[src/design/tile_dominant_color_normalizer_top_assert.svh]
// Assertion macros shared by the tile dominant color normalizer modules.
`ifndef TILE_DOMINANT_COLOR_NORMALIZER_TOP_ASSERT_SVH
`define TILE_DOMINANT_COLOR_NORMALIZER_TOP_ASSERT_SVH
`ifndef SYNTHESIS
`define TDCN_ASSERT(lbl, prop) \
    lbl: assert property (@(posedge clk) disable iff (!rst_n) prop) \
        else $error("tdcn assertion failed");
`define TDCN_NEVER(lbl, expr) \
    lbl: assert property (@(posedge clk) disable iff (!rst_n) !(expr)) \
        else $error("tdcn forbidden condition seen");
`else
`define TDCN_ASSERT(lbl, prop)
`define TDCN_NEVER(lbl, expr)
`endif
`endif

[src/design/tdcn_pkg.sv]
// Types, constants and helpers of the tile dominant color normalizer.
package tdcn_pkg;

    localparam int PAT_W   = 8;
    localparam int COLOR_W = 4;
    localparam int COUNT_W = 7;
    localparam int ONES_W  = 4;

    localparam logic [ONES_W-1:0] PIX_PER_ROW = 4'd8;

    typedef struct packed {
        logic [PAT_W-1:0]   row_pattern;
        logic [COLOR_W-1:0] fore_color;
        logic [COLOR_W-1:0] back_color;
    } row_item_t;

    typedef struct packed {
        logic [PAT_W-1:0]   out_pattern;
        logic [COLOR_W-1:0] out_fore;
        logic [COLOR_W-1:0] out_back;
        logic [COLOR_W-1:0] dominant_color;
        logic               last_row;
    } result_item_t;

    typedef struct packed {
        logic               row_go;
        logic               scan_go;
        logic [COLOR_W-1:0] fore;
        logic [COLOR_W-1:0] back;
        logic [ONES_W-1:0]  ones;
    } hist_cmd_t;

    typedef struct packed {
        logic               busy;
        logic [COLOR_W-1:0] dominant;
    } hist_stat_t;

    function automatic logic [ONES_W-1:0] count_ones(input logic [PAT_W-1:0] v);
        logic [ONES_W-1:0] n;
        n = '0;
        for (int i = 0; i < PAT_W; i++)
        begin
            n = n + ONES_W'(v[i]);
        end
        return n;
    endfunction

endpackage

[src/design/tdcn_ram.sv]
// Generic single-write, single-read RAM with registered read data.
module tdcn_ram #(
    parameter int WIDTH = 16,
    parameter int DEPTH = 8,
    localparam int AW = (DEPTH > 1) ? $clog2(DEPTH) : 1
) (
    input  logic             clk,
    input  logic             wr_en,
    input  logic [AW-1:0]    wr_addr,
    input  logic [WIDTH-1:0] wr_data,
    input  logic             rd_en,
    input  logic [AW-1:0]    rd_addr,
    output logic [WIDTH-1:0] rd_data
);

    logic [WIDTH-1:0] mem [DEPTH];

    always_ff @(posedge clk)
    begin
        if (wr_en)
        begin
            mem[wr_addr] <= wr_data;
        end
        if (rd_en)
        begin
            rd_data <= mem[rd_addr];
        end
    end

endmodule

[src/design/tdcn_hist.sv]
// Color histogram: per-row count update and dominant color scan.
`include "tile_dominant_color_normalizer_top_assert.svh"

module tdcn_hist #(
    parameter int NUM_COLORS = 16
) (
    input  logic                  clk,
    input  logic                  rst_n,
    input  tdcn_pkg::hist_cmd_t   cmd,
    output tdcn_pkg::hist_stat_t  stat
);

    import tdcn_pkg::*;

    localparam int CA = (NUM_COLORS > 1) ? $clog2(NUM_COLORS) : 1;
    localparam int VD = 1 << CA;
    localparam logic [COLOR_W:0] NC_LIM   = NUM_COLORS[COLOR_W:0];
    localparam logic [CA-1:0]    LAST_IDX = CA'(NUM_COLORS - 1);

    localparam logic [1:0] H_IDLE = 2'd0;
    localparam logic [1:0] H_FG   = 2'd1;
    localparam logic [1:0] H_BG   = 2'd2;
    localparam logic [1:0] H_SCAN = 2'd3;

    logic [1:0]         state_reg, state_next;
    logic [VD-1:0]      valid_reg, valid_next;
    logic [COLOR_W-1:0] fore_reg, fore_next;
    logic [COLOR_W-1:0] back_reg, back_next;
    logic [ONES_W-1:0]  ones_reg, ones_next;
    logic [COUNT_W-1:0] fg_sum_reg, fg_sum_next;
    logic [CA-1:0]      idx_reg, idx_next;
    logic [COLOR_W-1:0] best_reg, best_next;
    logic [COUNT_W-1:0] best_cnt_reg, best_cnt_next;

    logic               wr_en;
    logic [CA-1:0]      wr_addr;
    logic [COUNT_W-1:0] wr_data;
    logic               rd_en;
    logic [CA-1:0]      rd_addr;
    logic [COUNT_W-1:0] rd_data;

    logic [CA-1:0]      fore_idx, back_idx;
    logic               fore_ok, back_ok;
    logic [COUNT_W-1:0] fg_cnt, fg_sum, bg_cnt, bg_sum, scan_cnt;

    tdcn_ram #(
        .WIDTH (COUNT_W),
        .DEPTH (NUM_COLORS)
    ) u_count_ram (
        .clk     (clk),
        .wr_en   (wr_en),
        .wr_addr (wr_addr),
        .wr_data (wr_data),
        .rd_en   (rd_en),
        .rd_addr (rd_addr),
        .rd_data (rd_data)
    );

    assign fore_idx = fore_reg[CA-1:0];
    assign back_idx = back_reg[CA-1:0];
    assign fore_ok  = {1'b0, fore_reg} < NC_LIM;
    assign back_ok  = {1'b0, back_reg} < NC_LIM;

    // Same color on both sides: take the count just written for the foreground.
    assign fg_cnt   = valid_reg[fore_idx] ? rd_data : '0;
    assign fg_sum   = fg_cnt + COUNT_W'(ones_reg);
    assign bg_cnt   = (back_reg == fore_reg) ? fg_sum_reg
                    : (valid_reg[back_idx] ? rd_data : '0);
    assign bg_sum   = bg_cnt + COUNT_W'(PIX_PER_ROW - ones_reg);
    assign scan_cnt = valid_reg[idx_reg] ? rd_data : '0;

    always_comb
    begin
        state_next    = state_reg;
        valid_next    = valid_reg;
        fore_next     = fore_reg;
        back_next     = back_reg;
        ones_next     = ones_reg;
        fg_sum_next   = fg_sum_reg;
        idx_next      = idx_reg;
        best_next     = best_reg;
        best_cnt_next = best_cnt_reg;
        wr_en         = 1'b0;
        wr_addr       = fore_idx;
        wr_data       = fg_sum;
        rd_en         = 1'b0;
        rd_addr       = cmd.fore[CA-1:0];

        unique case (state_reg)
            H_IDLE:
            begin
                if (cmd.row_go)
                begin
                    rd_en      = 1'b1;
                    rd_addr    = cmd.fore[CA-1:0];
                    fore_next  = cmd.fore;
                    back_next  = cmd.back;
                    ones_next  = cmd.ones;
                    state_next = H_FG;
                end
                else if (cmd.scan_go)
                begin
                    rd_en         = 1'b1;
                    rd_addr       = '0;
                    idx_next      = '0;
                    best_next     = '0;
                    best_cnt_next = '0;
                    state_next    = H_SCAN;
                end
            end
            H_FG:
            begin
                fg_sum_next = fg_sum;
                if (fore_ok)
                begin
                    wr_en                = 1'b1;
                    wr_addr              = fore_idx;
                    wr_data              = fg_sum;
                    valid_next[fore_idx] = 1'b1;
                end
                rd_en      = 1'b1;
                rd_addr    = back_idx;
                state_next = H_BG;
            end
            H_BG:
            begin
                if (back_ok)
                begin
                    wr_en                = 1'b1;
                    wr_addr              = back_idx;
                    wr_data              = bg_sum;
                    valid_next[back_idx] = 1'b1;
                end
                state_next = H_IDLE;
            end
            H_SCAN:
            begin
                if (scan_cnt > best_cnt_reg)
                begin
                    best_cnt_next = scan_cnt;
                    best_next     = COLOR_W'(idx_reg);
                end
                if (idx_reg == LAST_IDX)
                begin
                    valid_next = '0;
                    state_next = H_IDLE;
                end
                else
                begin
                    rd_en    = 1'b1;
                    rd_addr  = idx_reg + 1'b1;
                    idx_next = idx_reg + 1'b1;
                end
            end
            default:
            begin
                state_next = H_IDLE;
            end
        endcase
    end

    always_ff @(posedge clk or negedge rst_n)
    begin
        if (!rst_n)
        begin
            state_reg <= H_IDLE;
            valid_reg <= '0;
        end
        else
        begin
            state_reg <= state_next;
            valid_reg <= valid_next;
        end
    end

    always_ff @(posedge clk)
    begin
        fore_reg     <= fore_next;
        back_reg     <= back_next;
        ones_reg     <= ones_next;
        fg_sum_reg   <= fg_sum_next;
        idx_reg      <= idx_next;
        best_reg     <= best_next;
        best_cnt_reg <= best_cnt_next;
    end

    assign stat.busy     = state_reg != H_IDLE;
    assign stat.dominant = best_reg;

    `TDCN_ASSERT(a_cmd_when_idle, (cmd.row_go || cmd.scan_go) |-> (state_reg == H_IDLE))
    `TDCN_NEVER(a_cmd_exclusive, cmd.row_go && cmd.scan_go)
    `TDCN_ASSERT(a_bg_after_fg, (state_reg == H_BG) |-> ($past(state_reg) == H_FG))
    `TDCN_ASSERT(a_clear_after_scan, (state_reg == H_SCAN && idx_reg == LAST_IDX) |=> (valid_reg == '0))

endmodule

[src/design/tile_dominant_color_normalizer_top.sv]
// Top level of the tile dominant color normalizer.
// Rows of a tile enter one item at a time; row_stall holds off the next row
// during the read-modify-write of its foreground and background counts in the
// histogram RAM (one read port, registered read). The item that completes a
// tile starts a scan of the histogram, one histogram entry per cycle, and then
// the rows leave as result items, each a row store read followed by the output
// register load, which waits while the output side stalls. The histogram is
// cleared by per-color valid bits at the end of each scan, so no clearing pass
// is needed.
`include "tile_dominant_color_normalizer_top_assert.svh"

module tile_dominant_color_normalizer_top #(
    parameter int TILE_ROWS  = 8,
    parameter int NUM_COLORS = 16
) (
    input  logic                   clk,
    input  logic                   rst_n,
    input  logic                   row_valid,
    output logic                   row_stall,
    input  tdcn_pkg::row_item_t    row,
    output logic                   result_valid,
    input  logic                   result_stall,
    output tdcn_pkg::result_item_t result
);

    import tdcn_pkg::*;

    localparam int RA = (TILE_ROWS > 1) ? $clog2(TILE_ROWS) : 1;
    localparam logic [RA-1:0] LAST_ROW = RA'(TILE_ROWS - 1);

    localparam logic [2:0] S_LOAD      = 3'd0;
    localparam logic [2:0] S_SCAN_GO   = 3'd1;
    localparam logic [2:0] S_SCAN_WAIT = 3'd2;
    localparam logic [2:0] S_EMIT_RD   = 3'd3;
    localparam logic [2:0] S_EMIT_WR   = 3'd4;

    logic [2:0]    state_reg, state_next;
    logic [RA-1:0] rows_loaded_reg, rows_loaded_next;
    logic [RA-1:0] emit_idx_reg, emit_idx_next;
    logic          result_valid_reg, result_valid_next;
    result_item_t  result_reg, result_next;

    hist_cmd_t     hist_cmd;
    hist_stat_t    hist_stat;

    logic          row_accept;
    logic          result_take;
    logic          out_free;
    logic          load_result;
    logic          row_rd_en;
    row_item_t     row_rdata;
    logic          swap;

    tdcn_hist #(
        .NUM_COLORS (NUM_COLORS)
    ) u_hist (
        .clk   (clk),
        .rst_n (rst_n),
        .cmd   (hist_cmd),
        .stat  (hist_stat)
    );

    tdcn_ram #(
        .WIDTH ($bits(row_item_t)),
        .DEPTH (TILE_ROWS)
    ) u_row_ram (
        .clk     (clk),
        .wr_en   (row_accept),
        .wr_addr (rows_loaded_reg),
        .wr_data (row),
        .rd_en   (row_rd_en),
        .rd_addr (emit_idx_reg),
        .rd_data (row_rdata)
    );

    assign row_stall   = (state_reg != S_LOAD) || hist_stat.busy;
    assign row_accept  = row_valid && !row_stall;
    assign result_take = result_valid_reg && !result_stall;
    assign out_free    = !result_valid_reg || !result_stall;
    assign swap        = row_rdata.fore_color == hist_stat.dominant;

    always_comb
    begin
        state_next       = state_reg;
        rows_loaded_next = rows_loaded_reg;
        emit_idx_next    = emit_idx_reg;
        load_result      = 1'b0;
        row_rd_en        = 1'b0;

        hist_cmd.row_go  = row_accept;
        hist_cmd.scan_go = 1'b0;
        hist_cmd.fore    = row.fore_color;
        hist_cmd.back    = row.back_color;
        hist_cmd.ones    = count_ones(row.row_pattern);

        unique case (state_reg)
            S_LOAD:
            begin
                if (row_accept)
                begin
                    if (rows_loaded_reg == LAST_ROW)
                    begin
                        rows_loaded_next = '0;
                        state_next       = S_SCAN_GO;
                    end
                    else
                    begin
                        rows_loaded_next = rows_loaded_reg + 1'b1;
                    end
                end
            end
            S_SCAN_GO:
            begin
                if (!hist_stat.busy)
                begin
                    hist_cmd.scan_go = 1'b1;
                    state_next       = S_SCAN_WAIT;
                end
            end
            S_SCAN_WAIT:
            begin
                if (!hist_stat.busy)
                begin
                    emit_idx_next = '0;
                    state_next    = S_EMIT_RD;
                end
            end
            S_EMIT_RD:
            begin
                row_rd_en  = 1'b1;
                state_next = S_EMIT_WR;
            end
            S_EMIT_WR:
            begin
                if (out_free)
                begin
                    load_result = 1'b1;
                    if (emit_idx_reg == LAST_ROW)
                    begin
                        state_next = S_LOAD;
                    end
                    else
                    begin
                        emit_idx_next = emit_idx_reg + 1'b1;
                        state_next    = S_EMIT_RD;
                    end
                end
            end
            default:
            begin
                state_next = S_LOAD;
            end
        endcase
    end

    always_comb
    begin
        result_next = result_reg;
        if (load_result)
        begin
            result_next.out_pattern    = swap ? ~row_rdata.row_pattern : row_rdata.row_pattern;
            result_next.out_fore       = swap ? row_rdata.back_color : row_rdata.fore_color;
            result_next.out_back       = swap ? row_rdata.fore_color : row_rdata.back_color;
            result_next.dominant_color = hist_stat.dominant;
            result_next.last_row       = emit_idx_reg == LAST_ROW;
        end
    end

    always_comb
    begin
        result_valid_next = result_valid_reg;
        if (load_result)
        begin
            result_valid_next = 1'b1;
        end
        else if (result_take)
        begin
            result_valid_next = 1'b0;
        end
    end

    always_ff @(posedge clk or negedge rst_n)
    begin
        if (!rst_n)
        begin
            state_reg        <= S_LOAD;
            rows_loaded_reg  <= '0;
            emit_idx_reg     <= '0;
            result_valid_reg <= 1'b0;
        end
        else
        begin
            state_reg        <= state_next;
            rows_loaded_reg  <= rows_loaded_next;
            emit_idx_reg     <= emit_idx_next;
            result_valid_reg <= result_valid_next;
        end
    end

    always_ff @(posedge clk)
    begin
        result_reg <= result_next;
    end

    assign result_valid = result_valid_reg;
    assign result       = result_reg;

    `TDCN_ASSERT(a_count_zero_off_load, (state_reg != S_LOAD) |-> (rows_loaded_reg == '0))
    `TDCN_ASSERT(a_valid_rise_from_emit, $rose(result_valid_reg) |-> ($past(state_reg) == S_EMIT_WR))
    `TDCN_ASSERT(a_last_back_to_load, (load_result && result_next.last_row) |=> (state_reg == S_LOAD))
    `TDCN_ASSERT(a_dominant_held, (state_reg == S_EMIT_WR) |-> $stable(hist_stat.dominant))

endmodule
[config.mk]
export PLATFORM = sky130hd
export DESIGN_NAME = tile_dominant_color_normalizer_top
export DESIGN_NICKNAME = d
export VERILOG_FILES = /design/src/design/tdcn_pkg.sv /design/src/design/tdcn_ram.sv /design/src/design/tdcn_hist.sv /design/src/design/tile_dominant_color_normalizer_top.sv
export VERILOG_INCLUDE_DIRS = /design/src /design/src/design
export SDC_FILE = /design/constraint.sdc
export NUM_CORES = 1
export LEC_CHECK = 0
export ABC_CLOCK_PERIOD_IN_PS = 12120
export BUFFER_PORTS_ARGS = -buffer_cell sky130_fd_sc_hd__buf_2
export CAP_MARGIN = 10
export CORE_MARGIN = 5
export CORE_UTILIZATION = 27
export DETAILED_ROUTE_END_ITERATION = 12
export PLACE_DENSITY = 0.39
export RECOVER_POWER = 25
export SLEW_MARGIN = 20
export SYNTH_ARGS = -nofsm -noshare
export SYNTH_HDL_FRONTEND = slang
export SYNTH_HIERARCHICAL = 1
export SYNTH_SLANG_ARGS = --single-unit
[constraint.sdc]
create_clock -name clk -period 12.12 [get_ports clk]
set_input_delay 0 -clock clk [delete_from_list [all_inputs] [get_ports clk]]
set_output_delay 0 -clock clk [all_outputs]
set_load 0.03 [all_outputs]
# After elaboration in Yosys (flattened, before gate mapping)
# Memories as Yosys holds them, arrays and structs flattened. A register that Yosys moved wholly into a read port is not among the register bits.
# Cells that the tools add are included.
# W data, S select, Z words.
# word_totals
rom_bits	0
ramBits	240
latchBits	0
n_memories	2
regBits	83
in_bits	20
elab_cells	159
out_inout_bits	23
# op_classes
n_lt_le_gt_ge	6
n_div	0
addsub	13
n_shift	0
mux	67
n_eq_ne	24
multipliers	0
reduce_logical	26
bitwise_logic	3
# mem_list
memory	words	word_bits	read_ports	rd_ports_with_merged_regs	wr	line	source
u_row_ram.mem	8	16	1	1	1	tdcn_ram.sv:16	logic [WIDTH-1:0] mem [DEPTH];
u_hist.u_count_ram.mem	16	7	1	1	1	tdcn_ram.sv:16	
# ops
op	n
$mux W7	8
$pmux W16 S3	1
$mux W4	10
$or A16 B16 Y16	2
$mux W3	9
$mux W1	20
$ne A2 B2 Y1 const B	9
$add A4 B1 Y4	4
$mux W16	1
$pmux W4 S2	2
$lt A4 B5 Y1 const B	3
$pmux W3 S5	1
$pmux W7 S2	1
$bmux W1 S4	3
$pmux W4 S3	1
$reduce_and A4 Y1	3
$eq A3 B3 Y1 const B	3
$demux W1 S4	2
$eq A4 B4 Y1	2
$ge A4 B1 Y1 const B	2
$mux W2	4
$mux W8	1
$not A8 Y8	1
$pmux W2 S4	1
28 further kinds	45

# Longest topological paths before layout
# Gate-level depths: netlist of run 1.
# depth
word_depth	7
ltp_mapped	15
mapped_depth_nobuf	13

# Cells and area by module
# The synthesis of run 1 kept the hierarchy.
# modules_own_cells
mod	n_inst	area_per_inst_um2	seq_area_each_um2	cells_each
tdcn_ram (u_row_ram)	1	5454.0	4324.1	214
tdcn_ram (u_hist.u_count_ram)	1	4600.7	3573.4	203
tdcn_hist	1	3662.3	1471.4	320
tile_dominant_color_normalizer_top	1	1550.2	880.8	112

# Worst setup path after synthesis of run 1
# No wires, ideal clock.
# synth_timing
path_type	register to register
from	register u_hist.idx_reg[0]
to	register u_hist.best_cnt_reg[0] (enable)
path_stages_with_launch	13
arrival_ps	3558
period_less_slack_ps	3940
setup_ps	383
n_path_buf	2
setup_slack_ps	8180
required_ps	11737
cell_sequence	edfxtp_1 > clkbuf_1 > mux4_2 > mux4_2 > clkbuf_1 > and2_1 > ha_1 > nor2b_1 > o21a_1 > o21a_1 > o21bai_1 > a211o_1 > a21oi_1
# synth_via
elab_chain_cells	6
# synth_rtl
item	line	source
start: declaration	tdcn_hist.sv:31	logic [CA-1:0] idx_reg, idx_next;
start signal: assignment	tdcn_hist.sv:182	idx_reg <= idx_next;
$bmux W1 S4	tdcn_hist.sv:70	assign scan_cnt = valid_reg[idx_reg] ? rd_data : '0;
$mux W1 (implied by the code)	tdcn_hist.sv:70	
$mux W7	tdcn_hist.sv:70	
net u_hist.scan_cnt[1]	tdcn_hist.sv:44	logic [COUNT_W-1:0] fg_cnt, fg_sum, bg_cnt, bg_sum, scan_cnt;
$gt A7 B7 Y1	tdcn_hist.sv:138	if (scan_cnt > best_cnt_reg)
$ne A2 B1 Y1 (no line)	-	
$reduce_and A4 Y1 (no line)	-	
end signal: assignment	tdcn_hist.sv:184	best_cnt_reg <= best_cnt_next;
end: declaration	tdcn_hist.sv:33	logic [COUNT_W-1:0] best_cnt_reg, best_cnt_next;
# The timed path passes the listed nets, and every way through them passes these cells. The select of a mux whose other input is x is not followed.
# A chain may end at the register's enable or synchronous reset.

# Worst setup path in the final report of run 1
# layout_timing
from	register u_hist.back_reg[0], in the netlist u_hist/back_idx[0]
to	memory u_hist/u_count_ram/mem[6][6] (netlist bit) (data pin)
# layout_via
elab_chain_cells	6
elab_cells_between_ends	7
classes_between	add/sub (1); eq/ne (1); mux (5)
# layout_rtl
item	line	source
start: declaration	tdcn_hist.sv:28	logic [COLOR_W-1:0] back_reg, back_next;
start signal: assignment	tdcn_hist.sv:179	back_reg <= back_next;
$bmux W1 S4	tdcn_hist.sv:68	: (valid_reg[back_idx] ? rd_data : '0);
$mux W1 (implied by the code)	tdcn_hist.sv:68	
$mux W7	tdcn_hist.sv:68	
$mux W7 *	tdcn_hist.sv:67	assign bg_cnt = (back_reg == fore_reg) ? fg_sum_reg
$add A7 B7 Y7 *	tdcn_hist.sv:69	assign bg_sum = bg_cnt + COUNT_W'(PIX_PER_ROW - ones_reg);
$mux W7 *	-	
net u_hist.wr_data[6]	tdcn_hist.sv:37	logic [COUNT_W-1:0] wr_data;
end: declaration	tdcn_ram.sv:16	
# Mark *: on every way through the listed nets, which the timed path passes. The rest lies on a longest branch. The select of a mux whose other input is x is not followed.

==> results.py, run 1 <==
metrics = {
    "run_status": {
        "status": "complete, but fails checks",
        "violations": "capacitance limit, slew limit",
    },
    "floorplanning": {
        "start_util": 0.272,
        "die_w_um": 248,
        "ios": 43,
        "die_y_um": 248,
        "dieArea_um2": 61400,
        "rows": 87,
        "placeableCoreArea_um2": 56200,
    },
    "critical_path": {
        "cp_max_fo": 16,
        "max_stage_delay_ns": 0.64,
        "crit_top_cell": "xnor2_1",
        "critPathArrivalTime_ns": 4.52,
        "cp.required_ns": 12.40,
        "crit_type": "reg -> reg",
        "startpoint_type": "register",
        "path_cells": "mux4_1 -> mux4_2 -> o41a_4 -> a22o_2 -> ha_1 -> fa_1 -> a211oi_1 -> o21bai_1 -> a21oi_1 -> xnor2_1 -> xnor2_1 -> mux2_4",
        "critPathSlowestCell": "edfxtp_1",
        "startpoint": "u_hist/back_idx[0]",
        "timing.rr.start": "u_hist/back_idx[0]",
        "cp-end-kind": "register",
    },
    "clocking": {
        "cts_max_path_buffers": 3,
        "cts_tree": "yes",
        "cts_buffers": 42,
        "clock-root-buffer": "clkbuf_16",
        "post-cts-setup-buffers": 0,
        "clk_pin_slew_ns": 0.06,
        "htreeDepth": 2,
        "clock_sinks": 346,
        "insertion_delay_ns": 0.56,
    },
    "min_path": {
        "worstHoldPathType": "in -> reg",
        "min_from": "result_stall",
    },
    "yosys": {
        "synth_compound_area_frac": 0.0493,
        "yosysTopAreaCell": "edfxtp_1",
        "ys.flop_type": "edfxtp_1",
        "synthXorXnorAreaFrac": 0.0184,
        "syn-num-nets": 905,
        "synthTopCellsByArea": "edfxtp_1, mux4_1, dfrtp_1",
        "synth_top_family_by_area": "multiplexers",
        "yosysSeqAreaShare": 0.671,
        "synth.area.mux_share": 0.153,
        "synthAdderAreaFrac": 0.0325,
        "syn-instance-count": 849,
        "yosysWarnings": 6,
        "synth_area_per_cell_um2": 18.0,
        "synthDistinctLibCells": 60,
        "synth_edf_count": 318,
        "syn_area_um2": 15300,
        "ys_ff_latch": 346,
        "synthDominantCellAreaShare": 0.625,
        "synth-simple-area-share": 0.0476,
        "ys_async_sr_fraction": 0.0809,
    },
    "sta": {
        "fin_crit_ns": 4.24,
        "finalHoldViolations": 0,
        "slew_viol_final": 29,
        "fmax_mhz": 236,
        "finalSetupViolCount": 0,
        "min_period_over_period": 0.350,
        "fin_tns_setup_ns": 0,
        "rsz0062_at_grt": "no",
        "relSlewSlack": -0.0894,
        "worstMarginPinSlew_ns": 1.63,
        "skew_ns": 0.00893,
    },
    "global_route": {
        "overflow": 0,
        "grt_pass1_vias": 8391,
        "grt_max_degree": 35,
        "antenna_found_initial": 2,
        "grt.total_usage": 0.120,
        "grt_pass1_wl_mm": 55.0,
    },
    "power": {
        "p_int_uw": 3040,
        "p_sw_frac": 0.329,
        "p_leak_uw": 0.00607,
        "seq_power_share": 0.418,
        "power_density_nw_per_um2": 254,
        "pwr-share-clk": 0.268,
        "ir_drop_v": 0.000101,
        "combPwrFrac": 0.315,
        "p_sw_uw": 1490,
    },
    "routing": {
        "avgRoutedWirePerCell_um": 21.2,
        "num_vias": 7892,
        "routed_wl_mm": 36.7,
        "ant_nets": 0,
        "drt_drc_violations_left": 0,
        "drt_iter0_markers": 455,
        "vias_per_cell": 4.56,
        "dr.pass1.iters": 4,
    },
    "place": {
        "gp_congestion": 0.751,
        "dp_hpwl_mm": 23.0,
        "io_buffers": 42,
    },
    "layout": {
        "area_growth_pct": 16.9,
        "final_util": 0.318,
        "nets": 998,
        "largest_register_ffs": 128,
        "drive_gt1_frac": 0.195,
    },
    "flow_run": {
        "maxCapViolCount": 1,
    },
}
## metrics by stage
step                      instances  worst slack, ns  hold WS (ns)  total power [uW]  area, um2
after global routing           1731             7.56         0.271              4800      17900
final                          1732             7.88         0.260              4530      17900
after floorplan                 849             8.18        -0.296              2870      15300
after global placement         1635             7.91        0.0819              3370      16400
after CTS                      1731             7.89        0.0222              4620      17900
after detailed placement       1635             7.91        0.0907              3370      16400
## final timing paths
check / to / slack [ns] / cells past startpoint
max in group asynchronous: emit_idx_reg[0] / 10.66 / 2
worst min-delay path: result_valid / 0.26 / 4
min in group asynchronous: result_valid / 0.39 / 2
worst min register to register: result[2] / 0.53 / 0
worst max register to register: u_hist/u_count_ram/mem[6][6] / 7.88 / 12
worst max-delay path: u_hist/u_count_ram/mem[6][6] / 7.88 / 12
## what timing repair did
item | 4_1_cts | 5_1_grt
resized for setup | 0 | 0
hold endpoints to repair | 178 | 0
hold buffers | 19 | 0
## Yosys cell counts, types with 5 or more instances
cell / instances
edfxtp_1: 318
mux4_1: 49
inv_1: 36
mux2_2: 35
nor2_1: 34
ha_1: 30
nand2_1: 29
dfrtp_1: 28
mux4_2: 25
a21oi_1: 22
xnor2_1: 22
o22ai_1: 19
and2_1: 17
a22o_1: 16
a22oi_1: 15
xor2_1: 10
buf_6: 9
clkbuf_1: 9
nand2b_1: 9
nor3_1: 9
and3_1: 8
o21ai_0: 8
a22o_2: 6
fa_1: 6
mux2i_1: 6
nand3_1: 6
nand3b_1: 6
buf_2: 5
nor2b_1: 5
## worst max-delay path: cells and delay by family, from the launching register on
| family | cells | cell delay [ns] |
|---|---|---|
| compound gates | 5 | 0.92 |
| xor+xnor | 2 | 0.25 |
| fa+ha+maj | 2 | 0.64 |
| flops | 1 | 0.64 |
| mux | 3 | 1.50 |
## power groups by stage
stage               sequential, uW  combinational (uW)  clock, uW
CTS                           1900                1460       1260
floorplan                     1830                1040          0
finish                        1890                1430       1210
global route                  1910                1580       1310
global placement              1920                1450          0
detailed placement            1920                1460          0
## layout make-up
class	count	area, um2
Fill cell	5505	38300
Sequential cell	346	10300
Multi-Input combinational cell	430	4640
Clock buffer	56	1120
Tap cell	756	946
Timing Repair Buffer	86	556
Clock inverter	21	199
Inverter	36	135
Antenna cell	1	2.50
## cells in the final DEF (no fill, tap or decap), drive strengths merged, types with 2 or more instances in the layout
master / count
a21o: 4
a21oi: 22
a22o: 22
a22oi: 16
a31oi: 2
and2: 18
and3: 8
buf: 41
bufinv: 3
clkbuf: 82
clkinv: 15
dfrtp: 28
dlygate4sd3: 19
edfxtp: 318
fa: 6
ha: 30
inv: 38
mux2: 36
mux2i: 7
mux4: 74
nand2: 29
nand2b: 9
nand3: 6
nand3b: 6
nand4: 2
nor2: 34
nor2b: 5
nor3: 9
o21a: 3
o21ai: 9
o21bai: 3
o22ai: 19
or2: 3
or3b: 5
xnor2: 22
xor2: 10
## logic make-up (layout without fill, tap and decap cells)
family / Yosys count / in the layout
adder cells (fa/ha/maj): 36 / 36
XOR/XNOR: 32 / 32
AO/OA/AOI/OAI: 106 / 106
AND/OR/NAND/NOR: 139 / 139
flip-flops: 346 / 346
multiplexers: 117 / 117
other: 0 / 1
buffers and inverters: 73 / 199
## per-layer routing
| metal | wire (um) | GRT usage |
|---|---|---|
| met1 | 17300 | 0.165 |
| met2 | 17200 | 0.195 |
| met5 | 13 | 0 |
| met4 | 731 | 0.0312 |
| met3 | 1460 | 0.0272 |
(Power assumes the default switching activity.)
==> run 2: changes to the inputs <==
Settings changed: ABC_AREA set to 1, ABC_CLOCK_PERIOD_IN_PS 12120 to 3450, PLACE_DENSITY 0.39 to 0.4.
Clock period 12.12 ns to 3.45 ns, I/O delays scaled along.
==> results.py, run 2 <==
metrics = {
    "yosys": {
        "ys_ff_latch": 346,
        "synthTopCellsByCount": "nand2_1, edfxtp_1, inv_1, nand3_1, nor2_1",
        "ys.flop_type": "edfxtp_1",
        "synthDistinctLibCells": 40,
        "synthDominantCellAreaShare": 0.570,
        "syn-instance-count": 1749,
        "ys_async_sr_fraction": 0.0809,
        "syn-num-nets": 1805,
        "synth.most_common_cell": "nand2_1",
        "synthTopCellsByArea": "edfxtp_1, nand2_1, inv_1",
        "syn_area_um2": 16800,
        "yosysSeqAreaShare": 0.612,
        "yosysWarnings": 6,
        "synth_edf_count": 318,
        "synth_area_per_cell_um2": 9.58,
        "yosysTopAreaCell": "edfxtp_1",
    },
    "sta": {
        "fmax_mhz": 317,
        "fin_crit_ns": 3.15,
        "relSlewSlack": -0.0814,
        "finalHoldViolations": 0,
        "slew_viol_final": 29,
        "rsz0062_at_grt": "yes",
        "finalSetupViolCount": 0,
        "min_period_over_period": 0.913,
        "skew_ns": 0.0210,
        "worstMarginPinSlew_ns": 1.62,
        "fin_tns_setup_ns": 0,
        "setup_slack_ns": 0.299,
        "hold_ws_ns": 0.236,
    },
    "place": {
        "io_buffers": 42,
        "gp_congestion": 0.834,
        "dp_hpwl_mm": 29.6,
        "place_ws_ns": 0.137,
    },
    "critical_path": {
        "cp_max_fo": 16,
        "startpoint_type": "register",
        "crit_type": "reg -> reg",
        "cp.required_ns": 3.69,
        "cp-end-kind": "register",
        "critPathArrivalTime_ns": 3.39,
        "startpoint": "u_hist/fore_idx[0]",
        "timing.rr.start": "u_hist/fore_idx[0]",
    },
    "routing": {
        "drt_iter0_markers": 749,
        "ant_nets": 0,
        "routed_wl_mm": 45.2,
        "avgRoutedWirePerCell_um": 16.5,
        "num_vias": 11700,
        "drt_drc_violations_left": 0,
        "dr.pass1.iters": 5,
        "vias_per_cell": 4.27,
    },
    "layout": {
        "register_area_um2": 10300,
        "fillerInstances": 6358,
        "area_growth_pct": 17.6,
        "final_util": 0.320,
        "drive_gt1_frac": 0.103,
        "largest_register_ffs": 128,
        "nets": 1921,
        "final_common_cell": "nand2_1",
        "mostFrequentLayoutCells": "nand2_1, edfxtp_1, inv_1, nand3_1, buf_4",
        "multi_input_area_um2": 4960,
    },
    "global_route": {
        "overflow": 0,
        "grt_util_met1": 0.190,
        "grt_max_degree": 68,
        "grt_pass1_vias": 11300,
        "antenna_found_initial": 1,
        "use_met2": 0.214,
        "gr-usage-met3": 0.0227,
        "grt.total_usage": 0.134,
        "grt_busiest_layer": "met2",
        "grt_pass1_wl_mm": 69.9,
    },
    "floorplanning": {
        "die_w_um": 259,
        "dieArea_um2": 67200,
        "die_y_um": 259,
        "rows": 91,
        "ios": 43,
        "placeableCoreArea_um2": 61600,
        "start_util": 0.272,
    },
    "clocking": {
        "cts_buffers": 42,
        "cts_max_path_buffers": 3,
        "clk_pin_slew_ns": 0.06,
        "insertion_delay_ns": 0.56,
        "htreeDepth": 2,
        "clock_sinks": 346,
        "post-cts-setup-buffers": 0,
        "cts_tree": "yes",
        "clock-root-buffer": "clkbuf_16",
    },
    "power": {
        "ir_drop_v": 0.000503,
        "power_density_nw_per_um2": 849,
        "p_leak_uw": 0.00867,
    },
    "min_path": {
        "min_from": "result_stall",
        "worstHoldPathType": "in -> reg",
    },
    "flow_run": {
        "maxCapViolCount": 1,
    },
    "run_status": {
        "status": "complete, but fails checks",
        "violations": "capacitance limit, slew limit",
    },
}
==> run 2: changes by cell type in the layout (fill, tap and decap cells not counted), sizes merged, moves of 49 or more <==
| cell | previous run | this run |
|---|---|---|
| buf | 41 | 91 |
| nand3 | 6 | 193 |
| nand2 | 29 | 565 |
| mux4 | 74 | 0 |
| inv | 38 | 321 |
| nor2 | 34 | 83 |
==> run 2: worst paths after layout <==
kind                                                 end  slack, ns  depth (start not counted)
setup reg to reg           u_hist/u_count_ram/mem[14][6]       0.30                         19
min in group asynchronous                   result_valid       0.40                          2
setup / recovery           u_hist/u_count_ram/mem[14][6]       0.30                         19
hold / removal                              result_valid       0.24                          4
max in group asynchronous                emit_idx_reg[0]       1.99                          2
hold reg to reg                                result[1]       0.49                          0
==> run 2: layout make-up <==
class | instances | share of cell area
well taps | 837 | 0.0532
flip-flops and latches | 346 | 0.520
diodes | 1 | 0.000127
repair buffers | 132 | 0.0479
inverters | 322 | 0.0615
multi-input cells | 1021 | 0.252
clock inverters | 17 | 0.00533
clock buffers | 59 | 0.0602
==> run 2: what timing repair did <==
item | 4_1_cts | 5_1_grt
endpoints found under the hold margin | 172 | 0
gates resized for setup | 0 | 3
hold buffers | 19 | 0
setup endpoints to repair | 0 | 48
==> run 2: where the power goes <==
group	internal, uW	total (uW)	switching [uW]
Sequential	5820	6270	445
Combinational	1890	6310	4420
Clock	2400	4150	1750
==> run 2: logic make-up after synthesis <==
group | Yosys count | synth area share
compound gates | 97 | 0.0345
simple gates | 870 | 0.219
buf+inv | 382 | 0.0963
fa+ha+maj | 36 | 0.0296
xor+xnor | 18 | 0.00941
flops | 346 | 0.612
==> run 2: routing by layer <==
| layer | routed length, um | vias to the layer above |
|---|---|---|
| met5 | 0 | - |
| met4 | 1150 | 0 |
| met3 | 1950 | 77 |
| met2 | 20600 | 215 |
| met1 | 21500 | 5502 |
| li1 | - | 5871 |
==> run 2: through the flow <==
| step | instances | total power, uW | cell area (um2) |
|---|---|---|---|
| 6_report | 2735 | 16700 | 19700 |
| 4_1_cts | 2734 | 17000 | 19700 |
| 3_5_place_dp | 2639 | 12800 | 18200 |
| 2_1_floorplan | 1749 | 10300 | 16800 |
| 3_3_place_gp | 2639 | 12700 | 18200 |
| 5_1_grt | 2734 | 18000 | 19700 |
==> run 2: worst max-delay path, cell delays in order (launching register included) <==
cell      delay, ns
edfxtp_1       0.53
nor2_2         0.23
inv_1          0.08
nor2_2         0.07
nor2_1         0.04
nand2_1        0.06
nand2_2        0.06
nand2_2        0.09
nor2_4         0.06
nor2_1         0.09
ha_1           0.17
inv_1          0.06
fa_1           0.39
nand3b_1       0.17
nand2_1        0.10
nand3_1        0.08
xor2_1         0.18
nor2_2         0.07
nand2_1        0.07
nand2_2        0.20
==> run 3: changes to the inputs <==
Settings changed: CORE_UTILIZATION 27 to 45, PLACE_DENSITY 0.4 to 0.61.
==> results.py, run 3 (synthesis gave the netlist of run 2 again) <==
metrics = {
    "layout": {
        "mostFrequentLayoutCells": "nand2_1, edfxtp_1, inv_1, nand3_1",
        "fin_area_um2": 19200,
        "antennaDiodeCount": 0,
        "largest_register_ffs": 128,
        "final_util": 0.524,
        "nets": 1925,
        "fillerInstances": 3269,
        "layoutNonFillerInstCount": 2366,
        "drive_gt1_frac": 0.0975,
        "final_common_cell": "nand2_1",
        "area_growth_pct": 14.8,
    },
    "critical_path": {
        "cp_num_cells": 19,
        "cp-end-kind": "register",
        "startpoint_type": "register",
        "max_stage_delay_ns": 0.49,
        "path_cells": "buf_4 -> nor2_4 -> nand2_1 -> nand4_1 -> nand2_4 -> nand2_2 -> nor2_4 -> nor2_1 -> ha_1 -> inv_1 -> fa_1 -> nand3b_1 -> nand2_1 -> nand3_1 -> xor2_1 -> nor2_2 -> nand2_1 -> nand2_1 -> buf_4",
        "critPathArrivalTime_ns": 3.58,
        "reg2reg_depth": 19,
        "cp_max_fo": 16,
        "crit_type": "reg -> reg",
        "critPathSlowestCell": "edfxtp_1",
        "crit_top_cell": "nand2_1",
        "critPathTopFamily": "simple AND/OR/NAND/NOR gates",
        "crit_buf_inv": 3,
        "cp.required_ns": 3.84,
    },
    "run_status": {
        "violations": "capacitance limit, slew limit",
        "status": "complete, but fails checks",
    },
    "min_path": {
        "worstHoldPathType": "in -> reg",
        "min_delay_path_depth": 4,
    },
    "sta": {
        "skew_ns": 0.0218,
        "worstMarginPinSlew_ns": 1.63,
        "min_period_over_period": 0.925,
        "finalSetupViolCount": 0,
        "setup_slack_ns": 0.260,
        "fin_crit_ns": 3.19,
        "finalHoldViolations": 0,
        "slew_viol_final": 29,
        "relSlewSlack": -0.0872,
        "fmax_mhz": 313,
    },
    "clocking": {
        "cts_buffers": 40,
        "htreeDepth": 2,
        "insertion_delay_ns": 0.55,
        "clock_sinks": 346,
        "cts_tree": "yes",
        "cts_max_path_buffers": 3,
        "clock-root-buffer": "clkbuf_16",
        "clk_pin_slew_ns": 0.06,
    },
    "power": {
        "p_leak_uw": 0.00866,
        "power_density_nw_per_um2": 859,
        "ir_drop_v": 0.000599,
        "power_uw": 16500,
    },
    "floorplanning": {
        "rows": 70,
        "die_y_um": 203,
        "dieArea_um2": 41200,
        "placeableCoreArea_um2": 36700,
        "ios": 43,
        "die_w_um": 203,
        "start_util": 0.457,
    },
    "place": {
        "place_inst": 2270,
        "gp_congestion": 0.927,
        "place_ws_ns": 0.0316,
        "dp_hpwl_mm": 26.8,
        "dpl-instance-area_um2": 17800,
        "io_buffers": 42,
    },
    "flow_run": {
        "maxCapViolCount": 1,
    },
    "global_route": {
        "overflow": 0,
        "antenna_found_initial": 1,
        "grt_pass1_wl_mm": 64.0,
        "grt_pass1_vias": 11400,
        "grt.total_usage": 0.197,
        "grt_max_degree": 68,
    },
    "routing": {
        "routed_wl_mm": 40.2,
        "ant_nets": 0,
        "dr.pass1.iters": 5,
        "drt_drc_violations_left": 0,
        "avgRoutedWirePerCell_um": 17.0,
        "num_vias": 11900,
        "vias_per_cell": 5.02,
        "drt_iter0_markers": 887,
    },
}
-- run 3: where the power goes --
| part | internal [uW] | leakage [uW] | switching, uW |
|---|---|---|---|
| clock network | 2330 | 0.000596 | 1660 |
| logic | 2020 | 0.00483 | 4260 |
| registers | 5820 | 0.00323 | 443 |
| total | 10200 | 0.00866 | 6360 |
-- run 3: path summary, 6_finish.rpt --
| path | start | end | slack, ns |
|---|---|---|---|
| worst min-delay path | result_stall | result_valid | 0.21 |
| worst max register to register | u_hist/fore_idx[0] | u_hist/u_count_ram/mem[13][6] | 0.26 |
| worst max-delay path | u_hist/fore_idx[0] | u_hist/u_count_ram/mem[13][6] | 0.26 |
| max in group asynchronous | rst_n | emit_idx_reg[0] | 1.99 |
| min in group asynchronous | rst_n | result_valid | 0.40 |
| worst min register to register | u_hist/best_reg[3] | result[4] | 0.48 |
-- run 3: layout make-up --
class / instances / area [um2] / area share
inverter: 322 / 1210 / 0.0629
multi-input combinational: 1021 / 4940 / 0.257
clock inverter: 18 / 176 / 0.00917
sequential: 346 / 10300 / 0.533
clock buffer: 53 / 1060 / 0.0551
timing repair buffer: 138 / 1010 / 0.0526
tap: 468 / 586 / 0.0304
-- run 3: timing repair --
item | 4_1_cts | 5_1_grt
hold buffers | 19 | 0
buffers inserted | 0 | 6
endpoints found under the hold margin | 174 | 0
endpoints found under the setup margin | 0 | 32
resized for setup | 0 | 4
-- run 3: per-stage QoR --
step | TNS (ns) | hold WS [ns]
floorplan | 0 | -0.296
global placement | 0 | 0.0771
detailed placement | 0 | 0.0784
CTS | 0 | 0.0211
global route | -0.105 | 0.237
finish | 0 | 0.209
-- run 3: tightest hold or removal path, stage by stage --
cell	delay, ns
dlygate4sd3_1	0.52
buf_2	0.09
nand2_1	0.06
nand2_1	0.06
-- run 3: metal layers --
layer	wire length (um)	global-route usage	vias to the layer above
li1	-	-	5881
met1	18400	0.279	5614
met2	18600	0.317	315
met3	2200	0.0297	66
met4	962	0.0597	0
met5	0	0	-
